$ cat src/rtl/core/dinit_pkg.sv
// Shared types for the display init sequence parser.
// Holds result kind codes and the queue word between front and back stages.
// No dependencies.
package dinit_pkg;

    typedef enum logic [1:0] {
        KIND_CMD   = 2'd0,
        KIND_DATA  = 2'd1,
        KIND_DELAY = 2'd2
    } kind_t;

    localparam logic [7:0] DELAY_LONG_IN = 8'd255;
    localparam logic [8:0] DELAY_LONG_MS = 9'd500;
    localparam int unsigned QUEUE_DEPTH = 2;
    localparam int unsigned QUEUE_AW    = 1;

    // One classified result as it travels through the queue.
    typedef struct packed {
        kind_t      kind;
        logic [7:0] data;
        logic       frame_end;
        logic       list_end;
    } word_t;

endpackage

$ cat src/rtl/core/dinit_front.sv
// Front stage: accepts list bytes and tracks list / command / argument position.
// Pushes one classified word per result into the queue. Depends on dinit_pkg.
module dinit_front (
    input  logic               aclk,
    input  logic               aresetn,
    input  logic               in_valid,
    input  logic [7:0]         in_byte,
    output logic               in_ready,
    input  logic               q_full,
    output logic               q_push,
    output dinit_pkg::word_t   q_word
);

    typedef enum logic [4:0] {
        PH_COUNT = 5'b00001,
        PH_CMD   = 5'b00010,
        PH_NARGS = 5'b00100,
        PH_ARGS  = 5'b01000,
        PH_DELAY = 5'b10000
    } phase_t;

    phase_t     phase_reg, phase_next;
    logic [7:0] commands_left_reg, commands_left_next;
    logic [6:0] args_left_reg, args_left_next;
    logic       delay_pending_reg, delay_pending_next;
    logic [7:0] held_command_reg, held_command_next;

    logic       accept;
    logic       emit;
    logic       last_cmd;
    logic [7:0] commands_dec;
    logic [6:0] args_dec;
    phase_t     finish_phase;

    assign in_ready     = !q_full;
    assign accept       = in_valid && in_ready;
    assign last_cmd     = (commands_left_reg == 8'd1);
    assign commands_dec = commands_left_reg - 8'd1;
    assign args_dec     = args_left_reg - 7'd1;
    assign finish_phase = last_cmd ? PH_COUNT : PH_CMD;

    always_comb begin
        phase_next         = phase_reg;
        commands_left_next = commands_left_reg;
        args_left_next     = args_left_reg;
        delay_pending_next = delay_pending_reg;
        held_command_next  = held_command_reg;
        emit               = 1'b0;
        q_word.kind        = dinit_pkg::KIND_CMD;
        q_word.data        = in_byte;
        q_word.frame_end   = 1'b0;
        q_word.list_end    = 1'b0;
        unique case (phase_reg)
            PH_CMD: begin
                held_command_next = in_byte;
                phase_next        = PH_NARGS;
            end
            PH_NARGS: begin
                emit               = 1'b1;
                q_word.data        = held_command_reg;
                delay_pending_next = in_byte[7];
                args_left_next     = in_byte[6:0];
                if (in_byte[6:0] != 7'd0) begin
                    phase_next = PH_ARGS;
                end else if (in_byte[7]) begin
                    q_word.frame_end = 1'b1;
                    phase_next       = PH_DELAY;
                end else begin
                    q_word.frame_end   = 1'b1;
                    q_word.list_end    = last_cmd;
                    commands_left_next = commands_dec;
                    phase_next         = finish_phase;
                end
            end
            PH_ARGS: begin
                emit           = 1'b1;
                q_word.kind    = dinit_pkg::KIND_DATA;
                args_left_next = args_dec;
                if (args_dec != 7'd0) begin
                    q_word.frame_end = 1'b0;
                end else if (delay_pending_reg) begin
                    q_word.frame_end = 1'b1;
                    phase_next       = PH_DELAY;
                end else begin
                    q_word.frame_end   = 1'b1;
                    q_word.list_end    = last_cmd;
                    commands_left_next = commands_dec;
                    phase_next         = finish_phase;
                end
            end
            PH_DELAY: begin
                emit               = 1'b1;
                q_word.kind        = dinit_pkg::KIND_DELAY;
                q_word.list_end    = last_cmd;
                delay_pending_next = 1'b0;
                commands_left_next = commands_dec;
                phase_next         = finish_phase;
            end
            default: begin
                // list count; a zero count stays here and emits nothing
                if (in_byte != 8'd0) begin
                    commands_left_next = in_byte;
                    phase_next         = PH_CMD;
                end else begin
                    phase_next = PH_COUNT;
                end
            end
        endcase
    end

    assign q_push = accept && emit;

    always_ff @(posedge aclk) begin
        if (!aresetn) begin
            phase_reg         <= PH_COUNT;
            commands_left_reg <= 8'd0;
            args_left_reg     <= 7'd0;
            delay_pending_reg <= 1'b0;
            held_command_reg  <= 8'd0;
        end else if (accept) begin
            phase_reg         <= phase_next;
            commands_left_reg <= commands_left_next;
            args_left_reg     <= args_left_next;
            delay_pending_reg <= delay_pending_next;
            held_command_reg  <= held_command_next;
        end
    end

endmodule

$ cat src/rtl/core/dinit_queue.sv
// Two-entry word queue that decouples the front and back stages.
// Depends on dinit_pkg.
module dinit_queue (
    input  logic               aclk,
    input  logic               aresetn,
    input  logic               push,
    input  dinit_pkg::word_t   push_word,
    output logic               full,
    input  logic               pop,
    output logic               avail,
    output dinit_pkg::word_t   head_word
);

    localparam int unsigned AW = dinit_pkg::QUEUE_AW;

    dinit_pkg::word_t            mem_reg [dinit_pkg::QUEUE_DEPTH];
    logic [AW-1:0]               wr_ptr_reg, rd_ptr_reg;
    logic [AW:0]                 count_reg, count_next;

    assign full      = (count_reg == (AW+1)'(dinit_pkg::QUEUE_DEPTH));
    assign avail     = (count_reg != '0);
    assign head_word = mem_reg[rd_ptr_reg];

    always_comb begin
        count_next = count_reg;
        if (push && !pop) begin
            count_next = count_reg + (AW+1)'(1);
        end else if (pop && !push) begin
            count_next = count_reg - (AW+1)'(1);
        end
    end

    always_ff @(posedge aclk) begin
        if (push) begin
            mem_reg[wr_ptr_reg] <= push_word;
        end
    end

    always_ff @(posedge aclk) begin
        if (!aresetn) begin
            wr_ptr_reg <= '0;
            rd_ptr_reg <= '0;
            count_reg  <= '0;
        end else begin
            if (push) begin
                wr_ptr_reg <= wr_ptr_reg + AW'(1);
            end
            if (pop) begin
                rd_ptr_reg <= rd_ptr_reg + AW'(1);
            end
            count_reg <= count_next;
        end
    end

endmodule

$ cat src/rtl/core/dinit_back.sv
// Back stage: drains queued words into the result register and maps delays.
// Depends on dinit_pkg.
module dinit_back (
    input  logic               aclk,
    input  logic               aresetn,
    input  logic               q_avail,
    input  dinit_pkg::word_t   q_word,
    output logic               q_pop,
    output logic               out_valid,
    input  logic               out_ready,
    output logic [1:0]         out_kind,
    output logic [8:0]         out_value,
    output logic               out_frame_end,
    output logic               out_list_end
);

    logic       valid_reg;
    logic [1:0] kind_reg;
    logic [8:0] value_reg, value_next;
    logic       frame_end_reg;
    logic       list_end_reg;

    // refill whenever the result register is empty or being taken
    assign q_pop = q_avail && (!valid_reg || out_ready);

    always_comb begin
        value_next = {1'b0, q_word.data};
        if (q_word.kind == dinit_pkg::KIND_DELAY && q_word.data == dinit_pkg::DELAY_LONG_IN) begin
            value_next = dinit_pkg::DELAY_LONG_MS;
        end
    end

    always_ff @(posedge aclk) begin
        if (!aresetn) begin
            valid_reg <= 1'b0;
        end else if (q_pop) begin
            valid_reg <= 1'b1;
        end else if (out_ready) begin
            valid_reg <= 1'b0;
        end
    end

    always_ff @(posedge aclk) begin
        if (q_pop) begin
            kind_reg      <= q_word.kind;
            value_reg     <= value_next;
            frame_end_reg <= q_word.frame_end;
            list_end_reg  <= q_word.list_end;
        end
    end

    assign out_valid     = valid_reg;
    assign out_kind      = kind_reg;
    assign out_value     = value_reg;
    assign out_frame_end = frame_end_reg;
    assign out_list_end  = list_end_reg;

endmodule

$ cat src/rtl/core/display_init_sequence_parser.sv
// Display init command list parser: top level joining front, queue and back.
// Depends on dinit_pkg, dinit_front, dinit_queue, dinit_back.
//
// Accepts one list byte per clock while s_ready is high and emits at most
// one result per byte: a command (kind 0, DC low), a data byte (kind 1, DC
// high) or a delay in ms (kind 2, 255 reads as 500). frame_end marks where
// chip select rises and list_end flags the last result of a list. The front
// parser updates its position and writes into a two-entry queue; the back
// stage loads the result register from it, so a result goes through a queue
// entry and then the result register before it reaches m_. s_ready drops
// only when the queue is full, which happens only when m_ready is held low.
module display_init_sequence_parser (
    input  logic       aclk,
    input  logic       aresetn,
    input  logic       s_valid,
    output logic       s_ready,
    input  logic [7:0] s_list_byte,
    output logic       m_valid,
    input  logic       m_ready,
    output logic [1:0] m_kind,
    output logic [8:0] m_value,
    output logic       m_frame_end,
    output logic       m_list_end
);

    logic             q_full;
    logic             q_push;
    logic             q_pop;
    logic             q_avail;
    dinit_pkg::word_t push_word;
    dinit_pkg::word_t head_word;

    dinit_front u_front (
        .aclk     (aclk),
        .aresetn  (aresetn),
        .in_valid (s_valid),
        .in_byte  (s_list_byte),
        .in_ready (s_ready),
        .q_full   (q_full),
        .q_push   (q_push),
        .q_word   (push_word)
    );

    dinit_queue u_queue (
        .aclk      (aclk),
        .aresetn   (aresetn),
        .push      (q_push),
        .push_word (push_word),
        .full      (q_full),
        .pop       (q_pop),
        .avail     (q_avail),
        .head_word (head_word)
    );

    dinit_back u_back (
        .aclk          (aclk),
        .aresetn       (aresetn),
        .q_avail       (q_avail),
        .q_word        (head_word),
        .q_pop         (q_pop),
        .out_valid     (m_valid),
        .out_ready     (m_ready),
        .out_kind      (m_kind),
        .out_value     (m_value),
        .out_frame_end (m_frame_end),
        .out_list_end  (m_list_end)
    );

endmodule
$ cat config.mk
export PLATFORM = sky130hd
export DESIGN_NAME = display_init_sequence_parser
export DESIGN_NICKNAME = d
export VERILOG_FILES = /design/src/rtl/core/dinit_pkg.sv /design/src/rtl/core/dinit_front.sv /design/src/rtl/core/dinit_queue.sv /design/src/rtl/core/dinit_back.sv /design/src/rtl/core/display_init_sequence_parser.sv
export SDC_FILE = /design/constraint.sdc
export NUM_CORES = 1
export LEC_CHECK = 0
export ABC_AREA = 1
export ABC_CLOCK_PERIOD_IN_PS = 6300
export BUFFER_PORTS_ARGS = -buffer_cell sky130_fd_sc_hd__clkbuf_2
export CAP_MARGIN = 10
export CORE_AREA = 2 2 80 82
export DETAILED_ROUTE_END_ITERATION = 7
export DIE_AREA = 0 0 82 84
export MAX_ROUTING_LAYER = met4
export PLACE_DENSITY = 0.83
export SETUP_SLACK_MARGIN = 0.2
export SYNTH_ARGS = -nofsm -noshare
export SYNTH_HDL_FRONTEND = slang
export SYNTH_SLANG_ARGS = --single-unit
$ cat constraint.sdc
create_clock -name aclk -period 6.3 [get_ports aclk]
set_input_delay 0.315 -clock aclk [delete_from_list [all_inputs] [get_ports aclk]]
set_output_delay 0.315 -clock aclk [all_outputs]
set_load 0.01 [all_outputs]
==> flow_summary.ini, run 1 <==
[run_status]
status = completed

[synth]
synth-seq-area-share = 0.512
yosysWarnings = 0
synthArstFlopShare = 0
ys.flop_type = edfxtp_1
netlist_instances = 415
synthesis.nets = 432
synth-edff-count = 37
synth-seq-cells = 72
postSynthAreaPerCell_um2 = 8.53
syn-cell-area_um2 = 3540
ys_types = 36

[routing]
ant_nets = 0
avgViaCountPerCell = 5.40
wirelength_um = 7250
drt_first_pass_iters = 5
route.detailed.drc = 0
first_iter_violations = 307
vias = 2812
routedWlPerCell_um = 13.9

[sta]
fin_crit_ps = 2450
maxSlewViolCount = 0
fin_skew_ps = 7.86
post-route-period-util = 0.389
max_slew.worst_pin.slew_ps = 979
clock.fmax_mhz = 408
tns_ps = 0
rsz0062_at_grt = no
timing.slew.headroom = 0.345
finalSetupViolCount = 0
hold_viol = 0
holdWs_ps = 287

[die]
dieHeight_um = 84
core_um2 = 6100
io_pins = 27
std_cell_rows = 29
initial_utilization = 0.581
die_x_um = 82
die-area_um2 = 6890

[power_and_ir_drop]
power_density_nw_per_um2 = 367
leakagePower_nw = 1.60
ir_drop_uv = 177

[min_path]
hold_class = input port to register
min_from = m_ready
hold_depth = 4
whs_endpoint = u_back.out_valid$_SDFFE_PN0P_

[cts]
cts_buffers = 9
h-tree-depth = 3
root_buffer = clkbuf_8
clock_latency_ps = 350
cts-resized-gates = 0
ctsHoldBuffers = 0
cts_buffer_depth = 2
post_cts_buffers = 0
cts_tree = yes
path_clk_slew_ps = 80
clkSinkCount = 72

[global_routing]
grt_busiest_layer = met2
grt_pass1_vias = 2662
met3_usage = 0.0368
grt_max_degree = 30
grt_use_total = 0.237
grt_pass1_wl_um = 12000
grtUsageMet2 = 0.390
overflow = 0
use_met1 = 0.275
antenna_found_initial = 0

[critical_path]
required_ps = 6270
worstPathArrival_ps = 2420
path_cells = inv_2, a21boi_2, inv_1, nor2_2, inv_1, nor2_1
max_stage_delay_ps = 740
reg2reg_from = u_queue.count_reg[0]$_SDFFE_PN0P_
critPathKind = register to register
reg2reg_slack_ps = 3850
cpMaxStageDelayCell = nor2_1
critPathMaxFanout = 13
critPathLaunchType = register
reg2reg_to = u_queue.mem_reg[0][11]$_DFFE_PP_
reg2regPathDepth = 6
path_delay_family = simple AND/OR/NAND/NOR gates
path_common_cell = inv_1
critPathBufInv = 3
cp-end-kind = register

[place]
gp_congestion = 0.918
post-dp-hpwl_um = 5140
io_buffer_count = 26

[layout]
drive_gt1_frac = 0.167
final_net_count = 456
n_fill_cell = 506
num_antenna_cells = 0
area_growth_pct = 9.76
largest_register_ffs = 24
finish.utilization = 0.637

[run]
max_cap_violations = 0
-- power breakdown --
group          leakage, nW  switching (mW)  internal (mW)
combinational        0.861           0.247          0.144
clock                0.105           0.192          0.188
sequential           0.629          0.0599          0.596
-- metal layers --
metal / part of all wire / wire length [µm]
met2: 0.51 / 3700
met5: 0 / 0
met3: 0.049 / 358
met1: 0.40 / 2940
met4: 0.036 / 263
-- worst max path at each step --
stage | from | to | slack (ps) | cells after the start
detailed placement | u_queue.count_reg[0]$_SDFFE_PN0P_ | u_queue.mem_reg[0][5]$_DFFE_PP_ | 3850 | 6
global placement | u_queue.count_reg[0]$_SDFFE_PN0P_ | u_queue.mem_reg[1][4]$_DFFE_PP_ | 3930 | 6
global route | u_front.args_left_reg[0]$_SDFFE_PN0P_ | u_front.commands_left_reg[3]$_SDFFE_PN0P_ | 3640 | 14
floorplan | u_queue.count_reg[1]$_SDFFE_PN0P_ | u_queue.count_reg[1]$_SDFFE_PN0P_ | 4090 | 8
CTS | u_queue.count_reg[0]$_SDFFE_PN0P_ | u_queue.mem_reg[0][11]$_DFFE_PP_ | 3830 | 6
finish | u_queue.count_reg[0]$_SDFFE_PN0P_ | u_queue.mem_reg[0][11]$_DFFE_PP_ | 3850 | 6
-- through the flow --
stage	worst slack, ps	instance area [µm²]	std cells	total power, mW
after floorplan	4090	3540	415	0.954
after global placement	3930	3680	505	1.03
after detailed placement	3850	3680	505	1.05
after CTS	3830	3880	521	1.44
after global routing	3640	3880	521	1.52
final	3850	3880	521	1.43
-- area by class of cell --
class | instances | area (µm²) | share of cell area
inverter | 50 | 188 | 0.0483
tap | 77 | 96.3 | 0.0248
clock buffer | 9 | 124 | 0.0319
sequential | 72 | 1810 | 0.466
multi-input combinational | 279 | 1450 | 0.372
timing repair buffer | 27 | 138 | 0.0354
clock inverter | 7 | 81.3 | 0.0209
-- cells by family after synthesis --
logic type	after synthesis	share of synthesized area
DFF	72	0.512
and+or+nand+nor	186	0.246
xor gates and xnor gates	5	0.0124
buffers and inverters	64	0.0795
AOI/OAI and AO/OA	77	0.114
adders and majority gates	5	0.0177
muxes	6	0.0187
-- synth_stat cells (2+ instances only) --
| cell type | number | area share |
|---|---|---|
| a21oi_1 | 29 | 0.041 |
| xnor2_1 | 2 | 0.0049 |
| buf_2 | 3 | 0.0042 |
| inv_1 | 46 | 0.049 |
| nand4_1 | 5 | 0.0088 |
| nor2_4 | 6 | 0.019 |
| a31oi_1 | 2 | 0.0035 |
| nand2_1 | 86 | 0.091 |
| xor2_1 | 3 | 0.0074 |
| o21ai_1 | 3 | 0.0042 |
| nand3_2 | 3 | 0.0085 |
| nand3_1 | 21 | 0.030 |
| nor2_2 | 7 | 0.012 |
| nand2_2 | 2 | 0.0035 |
| ha_1 | 5 | 0.018 |
| nand3b_1 | 3 | 0.0064 |
| nor2_1 | 47 | 0.050 |
| buf_4 | 4 | 0.0085 |
| buf_6 | 3 | 0.0095 |
| mux2_2 | 5 | 0.016 |
| inv_2 | 4 | 0.0042 |
| clkbuf_1 | 4 | 0.0042 |
| nor3_1 | 2 | 0.0028 |
| dfxtp_1 | 35 | 0.20 |
| o21ai_0 | 38 | 0.054 |
| edfxtp_1 | 37 | 0.31 |
-- layout by cell type, fill, tap and decap left out, types with 2 or more instances in the layout --
master	instances
nor3_1	2
inv_1	46
nand3_2	3
dfxtp_1	35
a31oi_1	2
nor2_4	6
nor2_2	7
clkbuf_8	9
xnor2_1	2
ha_1	5
nand4_1	5
a21oi_1	29
clkinv_4	4
clkbuf_2	26
o21ai_1	3
nand2_1	86
o21ai_0	38
nand3b_1	3
nor2_1	47
mux2_2	5
inv_2	4
xor2_1	3
nand2_2	2
edfxtp_1	37
nand3_1	21
-- worst min-delay path: stages --
cell and delay (ps):
clkbuf_2 80, nor2_1 50, nor2_1 90, nor2_1 40
(Power assumes the default switching activity.)
==> inputs of run 2 (changes only) <==
--- a/config.mk
+++ b/config.mk
@@ -5,8 +5,8 @@
 export SDC_FILE = /design/constraint.sdc
 export NUM_CORES = 1
 export LEC_CHECK = 0
-export ABC_AREA = 1
-export ABC_CLOCK_PERIOD_IN_PS = 6300
+export ABC_AREA = 0
+export ABC_CLOCK_PERIOD_IN_PS = 2500
 export BUFFER_PORTS_ARGS = -buffer_cell sky130_fd_sc_hd__clkbuf_2
 export CAP_MARGIN = 10
 export CORE_AREA = 2 2 80 82
==> constraint.sdc (replaced) <==
create_clock -name aclk -period 2.5 [get_ports aclk]
set_input_delay 0.125 -clock aclk [delete_from_list [all_inputs] [get_ports aclk]]
set_output_delay 0.125 -clock aclk [all_outputs]
set_load 0.01 [all_outputs]
==> run 2 against run 1 <==
Net effect: sequential share of layout area down 1.1 points; final cell count down 14%; global-route usage increased by 0.81 points; setup slack got worse by 3600 ps; area after synthesis down 1.4%; via count shrank 4.9%; die area is the same; clock power up 140%; maximum frequency rose by 11%; critical path type unchanged.
==> flow_summary.ini, run 2 <==
[run_status]
status = completed

[global_routing]
grt_pass1_wl_um = 12500
antenna_found_initial = 0
grt_max_degree = 17
overflow = 0
grt_pass1_vias = 2594
grt_use_total = 0.245

[layout]
final_net_count = 385
mostFrequentLayoutCell = nor2_1
area_growth_pct = 14.4
num_antenna_cells = 0
drive_gt1_frac = 0.255
n_fill_cell = 490
largest_register_ffs = 24
fin_area_um2 = 3990
layout_common_cells = 52 x nor2_1, 37 x edfxtp_1, 31 x dfxtp_1, 26 x clkbuf_2, 21 x nand2_1

[die]
initial_utilization = 0.573
die-area_um2 = 6890
std_cell_rows = 29
core_um2 = 6100
dieHeight_um = 84
io_pins = 27
die_x_um = 82

[synth]
synthArstFlopShare = 0
synth-edff-count = 37
syn-cell-area_um2 = 3490
synth-seq-cells = 72
netlist_instances = 334
ys_types = 61
ys.flop_type = edfxtp_1
synth_most_common_cell = nor2_1
yosysWarnings = 0
synthesis.nets = 351
synth-seq-area-share = 0.519
synth_top_cell_area_share = 0.318
postSynthAreaPerCell_um2 = 10.5
synth.top_cells.by_count = 52 x nor2_1, 37 x edfxtp_1, 35 x dfxtp_1
yosysTopAreaCell = edfxtp_1
synth.area.top_cells = edfxtp_1 32%, dfxtp_1 20%, nor2_1 5.6%, mux2_2 5.5%, mux2i_1 3.4%

[critical_path]
worstPathArrival_ps = 2470
cp-end-kind = register
reg2regPathDepth = 7
crit_path_end = u_front.commands_left_reg[1]$_SDFFE_PN0P_
reg2reg_from = u_front.args_left_reg[2]$_SDFFE_PN0P_
reg2reg_to = u_front.commands_left_reg[1]$_SDFFE_PN0P_
required_ps = 2770
critPathLaunchType = register
critPathKind = register to register
critPathMaxFanout = 12
path_cells = or3_4, nor4b_2, o311a_1, o21ai_1, buf_4, a2111o_1, a21oi_1
reg2reg_slack_ps = 290
max_stage_delay_ps = 450
cpMaxStageDelayCell = or3_4
startpoint = u_front.args_left_reg[2]$_SDFFE_PN0P_

[power_and_ir_drop]
clockPowerShare = 0.284
cellInternalPower_mw = 2.21
p_seq_frac = 0.494
power_mw = 3.17
leakagePower_nw = 1.52
ir_drop_uv = 574
p_comb_frac = 0.221
power_density_nw_per_um2 = 794
swShare = 0.302
power.switching_mw = 0.958

[sta]
clock.fmax_mhz = 453
maxSlewViolCount = 0
post-route-period-util = 0.884
fin_skew_ps = 4.13
setup_slack_ps = 291
timing.slew.headroom = 0.559
hold_viol = 0
tns_ps = 0
finalSetupViolCount = 0
fin_crit_ps = 2210
max_slew.worst_pin.slew_ps = 655
rsz0062_at_grt = no

[cts]
cts_tree = yes
h-tree-depth = 3
path_clk_slew_ps = 80
cts_buffer_depth = 2
root_buffer = clkbuf_8
cts_buffers = 9
post_cts_buffers = 0
clock_latency_ps = 340
clkSinkCount = 72

[min_path]
min_from = m_ready
hold_class = input port to register

[routing]
ant_nets = 0
vias = 2674
route.detailed.drc = 0
wirelength_um = 7410
avgViaCountPerCell = 5.94
first_iter_violations = 175
drt_first_pass_iters = 7
routedWlPerCell_um = 16.5

[place]
io_buffer_count = 26
post-dp-hpwl_um = 5180
dpl_cell_area_um2 = 3770
gp_congestion = 0.887
post-place-ws_ps = 144

[run]
max_cap_violations = 0
-- run 2: changes by cell type after synthesis, moves of 12 or more --
cell	change
o21ai_0	-27
nand3_1	-15
mux2_2	+12
nand2_1	-65
inv_1	-39
a21oi_1	-15
-- run 2: worst min-delay path by stage --
stage | to | slack (ps) | cells past startpoint
6_report | u_back.out_valid$_SDFFE_PN0P_ | 140 | 4
5_1_grt | u_front.held_command_reg[1]$_SDFFE_PN0P_ | 150 | 3
4_1_cts | u_back.out_valid$_SDFFE_PN0P_ | 120 | 4
3_5_place_dp | u_front.commands_left_reg[5]$_SDFFE_PN0P_ | 460 | 2
3_3_place_gp | u_front.commands_left_reg[5]$_SDFFE_PN0P_ | 460 | 2
2_1_floorplan | u_front.commands_left_reg[3]$_SDFFE_PN0P_ | 260 | 2
-- run 2: final cells by class --
type,instances,area [µm²],share of cell area
Sequential cell,72,1820,0.455
Multi-Input combinational cell,236,1610,0.403
Timing Repair Buffer,41,243,0.0608
Clock buffer,9,124,0.0310
Tap cell,77,96.3,0.0241
Clock inverter,7,72.6,0.0182
Inverter,8,30.0,0.00752
-- run 2: power by group through the flow --
stage / registers [mW] / logic (mW) / clock network [mW]
2_1_floorplan: 1.60 / 0.452 / 0
3_3_place_gp: 1.58 / 0.671 / 0
6_report: 1.57 / 0.701 / 0.901
5_1_grt: 1.59 / 0.785 / 0.967
4_1_cts: 1.57 / 0.702 / 0.910
3_5_place_dp: 1.59 / 0.695 / 0
-- run 2: logic make-up (layout without fill, tap and decap cells) --
| family | count (synthesis) | in the layout | synth area share |
|---|---|---|---|
| buffers and inverters | 26 | 65 | 0.0340 |
| flip-flops | 72 | 72 | 0.519 |
| AO/OA/AOI/OAI | 67 | 67 | 0.133 |
| AND/OR/NAND/NOR | 129 | 129 | 0.192 |
| adder cells (fa/ha/maj) | 5 | 5 | 0.0179 |
| XOR/XNOR | 6 | 6 | 0.0151 |
| multiplexers | 29 | 29 | 0.0892 |
-- run 2: worst max-delay path, delay by kind of cell (launching register included) --
kind	cells	cell delay, ps
compound gates	4	860
buf+inv	1	190
simple gates	2	680
flops	1	400
-- run 2: metrics by stage --
step	hold WS, ps	util	cells
2_1_floorplan	258	-	334
5_1_grt	151	0.655	450
3_5_place_dp	460	0.618	434
3_3_place_gp	457	0.618	434
6_report	142	0.655	450
4_1_cts	124	0.653	450
-- run 2: per-layer routing --
metal / global-route usage / part of all wire / up-vias
met2: 0.388 / 0.51 / 80
met4: 0.0833 / 0.013 / 0
met1: 0.310 / 0.42 / 1276
li1: - / - / 1308
met5: - / 0 / -
met3: 0.0509 / 0.054 / 10
-- run 2: what timing repair did --
action / CTS / global route
pin swaps: 1 / 1
hold buffers: 0 / 0
gates resized for setup: 5 / 6
endpoints found under the setup margin: 7 / 8
